<file path="src/rtl/obpc_pkg.sv">
// Shared constants, register codes and pipeline control type for the oriented box point crop.
`timescale 1ns / 1ps

package obpc_pkg;

   // Default sizes of the point, axis and index fields
   localparam int COORD_BITS_DEF     = 20;
   localparam int AXIS_FRAC_BITS_DEF = 14;
   localparam int INDEX_BITS_DEF     = 20;

   // Configuration register indexes
   localparam int CSR_INDEX_BITS = 3;

   typedef enum logic [CSR_INDEX_BITS-1:0] {
      CSR_CENTER      = 3'd0,
      CSR_AXIS_X      = 3'd1,
      CSR_AXIS_Y      = 3'd2,
      CSR_AXIS_Z      = 3'd3,
      CSR_HALF_EXTENT = 3'd4
   } csr_code_type;

   // Load enables for the stages inside one projection lane
   typedef struct packed {
      logic prod_load;
      logic dot_load;
      logic cmp_load;
   } stage_ctrl_type;

endpackage

</file>
<file path="src/rtl/obpc_axis_lane.sv">
// One box axis: three products, their sum and the inclusive extent check, one stage each.
`timescale 1ns / 1ps

module obpc_axis_lane #(
   parameter int COORD_BITS     = obpc_pkg::COORD_BITS_DEF,
   parameter int AXIS_FRAC_BITS = obpc_pkg::AXIS_FRAC_BITS_DEF
) (
   input  logic                            clock,
   input  obpc_pkg::stage_ctrl_type        ctrl,
   input  logic [3*(COORD_BITS+1)-1:0]     diff,
   input  logic [3*(AXIS_FRAC_BITS+2)-1:0] axis,
   input  logic [COORD_BITS-1:0]           half_extent,
   output logic                            in_box
);
   import obpc_pkg::*;

   localparam int DIFF_BITS = COORD_BITS + 1;
   localparam int AXIS_BITS = AXIS_FRAC_BITS + 2;
   localparam int PROD_BITS = DIFF_BITS + AXIS_BITS;
   localparam int DOT_BITS  = PROD_BITS + 2;

   logic signed [PROD_BITS-1:0] prod_in [3];
   logic signed [PROD_BITS-1:0] prod_ff [3];
   logic signed [DOT_BITS-1:0]  dot_in;
   logic signed [DOT_BITS-1:0]  dot_ff;
   logic        [DOT_BITS-1:0]  mag;
   logic        [DOT_BITS-1:0]  lim;
   logic                        inside_in;
   logic                        inside_ff;

   // Component products, both operands signed
   always_comb begin
      for (int j = 0; j < 3; j++) begin
         prod_in[j] = $signed(diff[j*DIFF_BITS +: DIFF_BITS])
                    * $signed(axis[j*AXIS_BITS +: AXIS_BITS]);
      end
   end

   // Dot product, grown by two bits for the three-term sum
   assign dot_in = DOT_BITS'(prod_ff[0]) + DOT_BITS'(prod_ff[1]) + DOT_BITS'(prod_ff[2]);

   // Magnitude against half extent scaled to the axis fraction
   assign mag = dot_ff[DOT_BITS-1] ? DOT_BITS'(-dot_ff) : DOT_BITS'(dot_ff);
   assign lim = DOT_BITS'({half_extent, {AXIS_FRAC_BITS{1'b0}}});
   assign inside_in = (mag <= lim);

   always_ff @(posedge clock) begin
      if (ctrl.prod_load) begin
         prod_ff <= prod_in;
      end
      if (ctrl.dot_load) begin
         dot_ff <= dot_in;
      end
      if (ctrl.cmp_load) begin
         inside_ff <= inside_in;
      end
   end

   assign in_box = inside_ff;

endmodule

</file>
<file path="config.mk">
export PLATFORM = sky130hd
export DESIGN_NAME = obpc_axis_lane
export DESIGN_NICKNAME = d
export VERILOG_FILES = /design/src/rtl/obpc_pkg.sv /design/src/rtl/obpc_axis_lane.sv
export SDC_FILE = /design/constraint.sdc
export NUM_CORES = 2
export LEC_CHECK = 0
export ABC_AREA = 1
export BUFFER_PORTS_ARGS = -buffer_cell sky130_fd_sc_hd__buf_2
export CAP_MARGIN = 15
export CORE_MARGIN = 2
export CORE_UTILIZATION = 28
export DETAILED_ROUTE_END_ITERATION = 12
export GPL_TIMING_DRIVEN = 0
export PLACE_DENSITY = 0.5
export SYNTH_ARGS = -nofsm -noshare
export SYNTH_HDL_FRONTEND = slang
export SYNTH_SLANG_ARGS = --single-unit
</file>
<file path="constraint.sdc">
create_clock -name clock -period 12.35 [get_ports clock]
set_input_delay 0.6175 -clock clock [delete_from_list [all_inputs] [get_ports clock]]
set_output_delay 0.6175 -clock clock [all_outputs]
set_load 0.05 [all_outputs]
</file>
# Word-level counts from Yosys, hierarchy flattened
# Cells that the tools add are included.
# W data, S select, Z words.
dict set report op_classes {
  n_mux 1
  multipliers 3
  order_cmp 1
  add_sub_neg 3
}
# cell n
set op_table {}
lappend op_table {{$mul A21 B16 Y37} 3}
lappend op_table {{$add A38 B37 Y39} 1}
lappend op_table {{$le A39 B34 Y1} 1}
lappend op_table {{$mux W39} 1}
lappend op_table {{$neg A39 Y39} 1}
lappend op_table {{$add A37 B37 Y38} 1}
dict set report totals {
  wordCells 13
  inputBits 135
  regBits 151
  out_inout_bits 1
}

# Longest topological paths before layout
dict set report logic_depth {
  depth_word 3
  mapped_depth 27
  depth_no_buf 26
}

# Worst setup path before layout
# No wires, ideal clock.
dict set report synth_path {
  path_type {in2reg}
  from {input port diff[40]}
  to {register prod_ff[69] (netlist bit), data pin}
  t_arrival_ns 5.611
  required_ns 12.090
  slack_ns 6.479
  n_path_buf 2
  setup_ns 0.260
  cell_stages 21
  path_cell_list {clkbuf_1 -> clkbuf_1 -> nand2_1 -> fa_1 -> inv_1 -> fa_1 -> inv_1 -> fa_1 -> inv_1 -> fa_1 -> fa_1 -> inv_1 -> fa_1 -> inv_1 -> ha_1 -> a21o_1 -> a21oi_1 -> o21ai_0 -> a211oi_1 -> nand2_1 -> xor2_1}
}
# element line
set synth_rtl {}
lappend synth_rtl {{start, declared} obpc_axis_lane.sv:10} ;# input logic [3*(COORD_BITS+1)-1:0] diff,
lappend synth_rtl {{end signal, assigned} obpc_axis_lane.sv:49} ;# prod_ff <= prod_in;
lappend synth_rtl {{end, declared} obpc_axis_lane.sv:23} ;# logic signed [PROD_BITS-1:0] prod_ff [3];

==> results summary <==
The run finished with clean final reports. The TritonCTS clock tree is yes. The number of sinks driven by the clock tree is 151. Synthesis inferred 151 register bits. The cell row count is 152. The routed wire length per instance is 17.0 microns. The total clock buffers created by CTS came out at 17. The clock tree root driver cell is sky130_fd_sc_hd__clkbuf_16. In the synthesized netlist the async set-or-reset flop fraction comes to 0. The gate count of the mapped netlist is 5895. Fill cells in the final layout number 18.5k.

Measured on the finished design, the core utilization comes to 0.304. The worst setup path is captured at a register. The longest clock path from root to sink contains 2 buffers.

The area used by multi-input combinational logic is 36100 sq um. Measured against its own limit, the worst slew margin works out to 0.360. The setup-violating endpoint count in the final report is 0. The net count after synthesis came out at 7397.

The part of the cycle the worst path needs came out at 0.548. Across all register-to-register paths, the minimum setup slack is 8.95 ns. At the end of routability-driven placement, the weighted congestion stood at 0.904. The first global-routing pass estimated 222000 microns of wire. Dividing the detail-routed via count by the number of cells gives 4.42.

The placement-stage worst setup slack came out at 5.11 ns. The share of Yosys cell area claimed by the top area cell type came out at 0.431. The total overflow left after global routing is 0. The storage element area came out at 4530 sq um. The required time of the critical path is 12.49 ns.

The core region is 171000 sq um. The minimum clock period is 6.77 ns. The area of the mapped netlist came out at 48100 sq um. The count of pins on the block boundary is 136. The number of port buffers came out at 89. The yosys synthesis warning count came out at 0. Setup repair after global routing left no endpoint under its margin.

By count the netlist is led by sky130_fd_sc_hd__inv_1, sky130_fd_sc_hd__nand2_1, sky130_fd_sc_hd__fa_1. In this run the critical register-to-register path is captured at dot_ff[33]$_DFFE_PP_. The half-perimeter wire length of the detailed placement result came out at 123000 microns. Among the stages of the critical path, the cell type that occurs most often is sky130_fd_sc_hd__fa_1.

The per-instance average area after synthesis is 8.15 sq um. Across every metal layer, demand over resource in global routing totals 0.164. The largest stage delay on the critical path is 0.81 ns. For this configuration, the core starts out at a cell density of 0.281.

The horizontal die dimension came out at 418 microns. The proportion of layout cells with a drive suffix above 1 is 0.0425. At the pin with the least slew margin, the transition time is 0.960 ns. The number of hold buffers added after cts is 0. The largest total area in the synthesized netlist belongs to sky130_fd_sc_hd__fa_1.

Traced cell by cell, the critical path runs through buf_2, clkbuf_1, nand2_1, fa_1, inv_1, fa_1, fa_1, inv_1, fa_1, fa_1, fa_1, inv_1, ha_1, a21o_1, a31oi_1, o21ai_0, a21oi_1, nand3_1, xor2_1. The overall via count from detail_route is 36.5k. The final sum of negative setup slack came out at 0 ns.

The worst setup path is launched from a primary input. The count of cell types in the netlist came out at 50. The signed area change from the synthesized netlist to the final layout came out at 8.11%.

The master of the slowest instance on the critical path is sky130_fd_sc_hd__fa_1. The sum of buffers and inverters on the critical path is 5. The startpoint identified for the worst register-to-register timing path is prod_ff[1]$_DFFE_PP_.

The maximum number of pins on one net before global-route repair came out at 71. Yosys mapped a number of flops with a built-in enable equal to 151. The worst hold path terminates at in_box$_DFFE_PP_.

The final routed wirelength across all metal layers is 140000 microns. The overall die area is 175000 sq um. Max-cap violations in this run came to 0. The clock transition time at the flip-flop clock pins of the worst setup and hold paths is 0.07 ns.

By instance count, the leading cell after synthesis is sky130_fd_sc_hd__inv_1. The depth of the most critical reg-to-reg path is 14. The number of search-and-repair iterations in the first detailed-routing pass is 5. Across all setup checks in the final design, the least slack found is 5.58 ns.

For this run, the post-layout net count is 7506. The count of cells along the worst hold path is 1. The data arrival at the endpoint of the critical path is 6.91 ns. The critical path is of the primary input to register type. The most instantiated flip-flop cell in the synthesis netlist is sky130_fd_sc_hd__edfxtp_1.

The number of global-route vias before repair came out at 38.7k. The maximum clock rate is 0.148 GHz. The clock tree skew after final layout came out at 0.0101 ns. Along the worst path, the maximum fanout reaches 10. The class of the tightest hold or removal check is primary input to register.

The count of pins over their slew limit is 0. The fraction of the yosys area taken by sequential cells is 0.0943. The number of H-tree levels is 4. The number of violations reported at the end of detailed-routing iteration 0 came out at 2147. The startpoint identified for the worst hold timing path is ctrl[0]. Grouping stages by cell kind, the critical path spends the most delay in adder cells. The remaining antenna violation count after routing is 0. The die span in y is 418 microns. The number of hold violations in the final report came out at 0. After clock tree synthesis, the repair step resized 0 gates. The later-pin clock latency in the skew report is 0.44 ns. The initial antenna violation count is 18. The final routed DRC violation total came out at 0. By area the synthesized netlist is led by sky130_fd_sc_hd__fa_1, sky130_fd_sc_hd__inv_1, sky130_fd_sc_hd__nand2_1. Buffers added to address setup during post-CTS repair amount to 0.
cells in the final DEF (no fill, tap or decap), types with 18 or more instances in the layout:
cell,count
sky130_fd_sc_hd__inv_1,1735
sky130_fd_sc_hd__nand2_1,1384
sky130_fd_sc_hd__fa_1,1034
sky130_fd_sc_hd__ha_1,333
sky130_fd_sc_hd__nor2_1,227
sky130_fd_sc_hd__clkbuf_1,206
sky130_fd_sc_hd__a21oi_1,162
sky130_fd_sc_hd__edfxtp_1,151
sky130_fd_sc_hd__xor2_1,117
sky130_fd_sc_hd__nand3_1,98
sky130_fd_sc_hd__buf_2,90
sky130_fd_sc_hd__o21ai_0,85
sky130_fd_sc_hd__xnor2_1,45
sky130_fd_sc_hd__a31oi_1,33
sky130_fd_sc_hd__a21o_1,31
sky130_fd_sc_hd__nor2_2,27
sky130_fd_sc_hd__inv_2,26
sky130_fd_sc_hd__nand4_1,26
sky130_fd_sc_hd__o21ai_1,23
sky130_fd_sc_hd__o21bai_1,18
cell families after synthesis:
family / Yosys count / share of synthesized area
AND/OR/NAND/NOR: 1846 / 0.156
XOR/XNOR: 162 / 0.0295
AO/OA/AOI/OAI: 399 / 0.0495
adder cells (fa/ha/maj): 1367 / 0.517
buffers and inverters: 1970 / 0.154
flip-flops: 151 / 0.0943
stage by stage:
| step | instance area (sq um) | hold WS, ns | std cells |
|---|---|---|---|
| 6_report | 52000 | 0.376 | 8257 |
| 5_1_grt | 52000 | 0.356 | 8256 |
| 4_1_cts | 52000 | 0.352 | 8250 |
| 3_5_place_dp | 51300 | 0.741 | 8218 |
| 3_3_place_gp | 51300 | 0.750 | 8217 |
| 2_1_floorplan | 48100 | 0.680 | 5895 |
per-layer routing:
metal | up-vias | part of all wire | track usage
li1 | 17200 | - | -
met1 | 18400 | 0.45 | 0.227
met4 | 6 | 0.017 | 0.0273
met5 | - | 0.00028 | 0
met2 | 863 | 0.49 | 0.283
met3 | 128 | 0.044 | 0.0135
state kept, by name, indices dropped and copies added (netlist names):
signal   count
prod_ff    111
dot_ff      39
in_box       1
layout make-up:
cell class | count | share of cell area
well taps | 2233 | 0.0538
inverters | 1762 | 0.127
flip-flops and latches | 151 | 0.0872
clock buffers | 17 | 0.00819
diodes | 7 | 0.000337
repair buffers | 90 | 0.00915
multi-input cells | 3774 | 0.695
clock inverters | 15 | 0.00361
plain buffers | 208 | 0.0151
worst max path at each step:
stage,cells after the start,end,slack (ns),from
floorplan,21,prod_ff[69]$_DFFE_PP_,6.48,diff[40]
global placement,19,prod_ff[36]$_DFFE_PP_,5.12,axis[36]
detailed placement,19,prod_ff[36]$_DFFE_PP_,5.11,axis[36]
CTS,19,prod_ff[36]$_DFFE_PP_,5.57,axis[36]
global route,18,prod_ff[36]$_DFFE_PP_,5.28,axis[36]
finish,19,prod_ff[36]$_DFFE_PP_,5.58,axis[36]
Power is left out: the tool's default activity adds up to more than one toggle a clock period on the data nets, which glitch-free logic cannot reach.
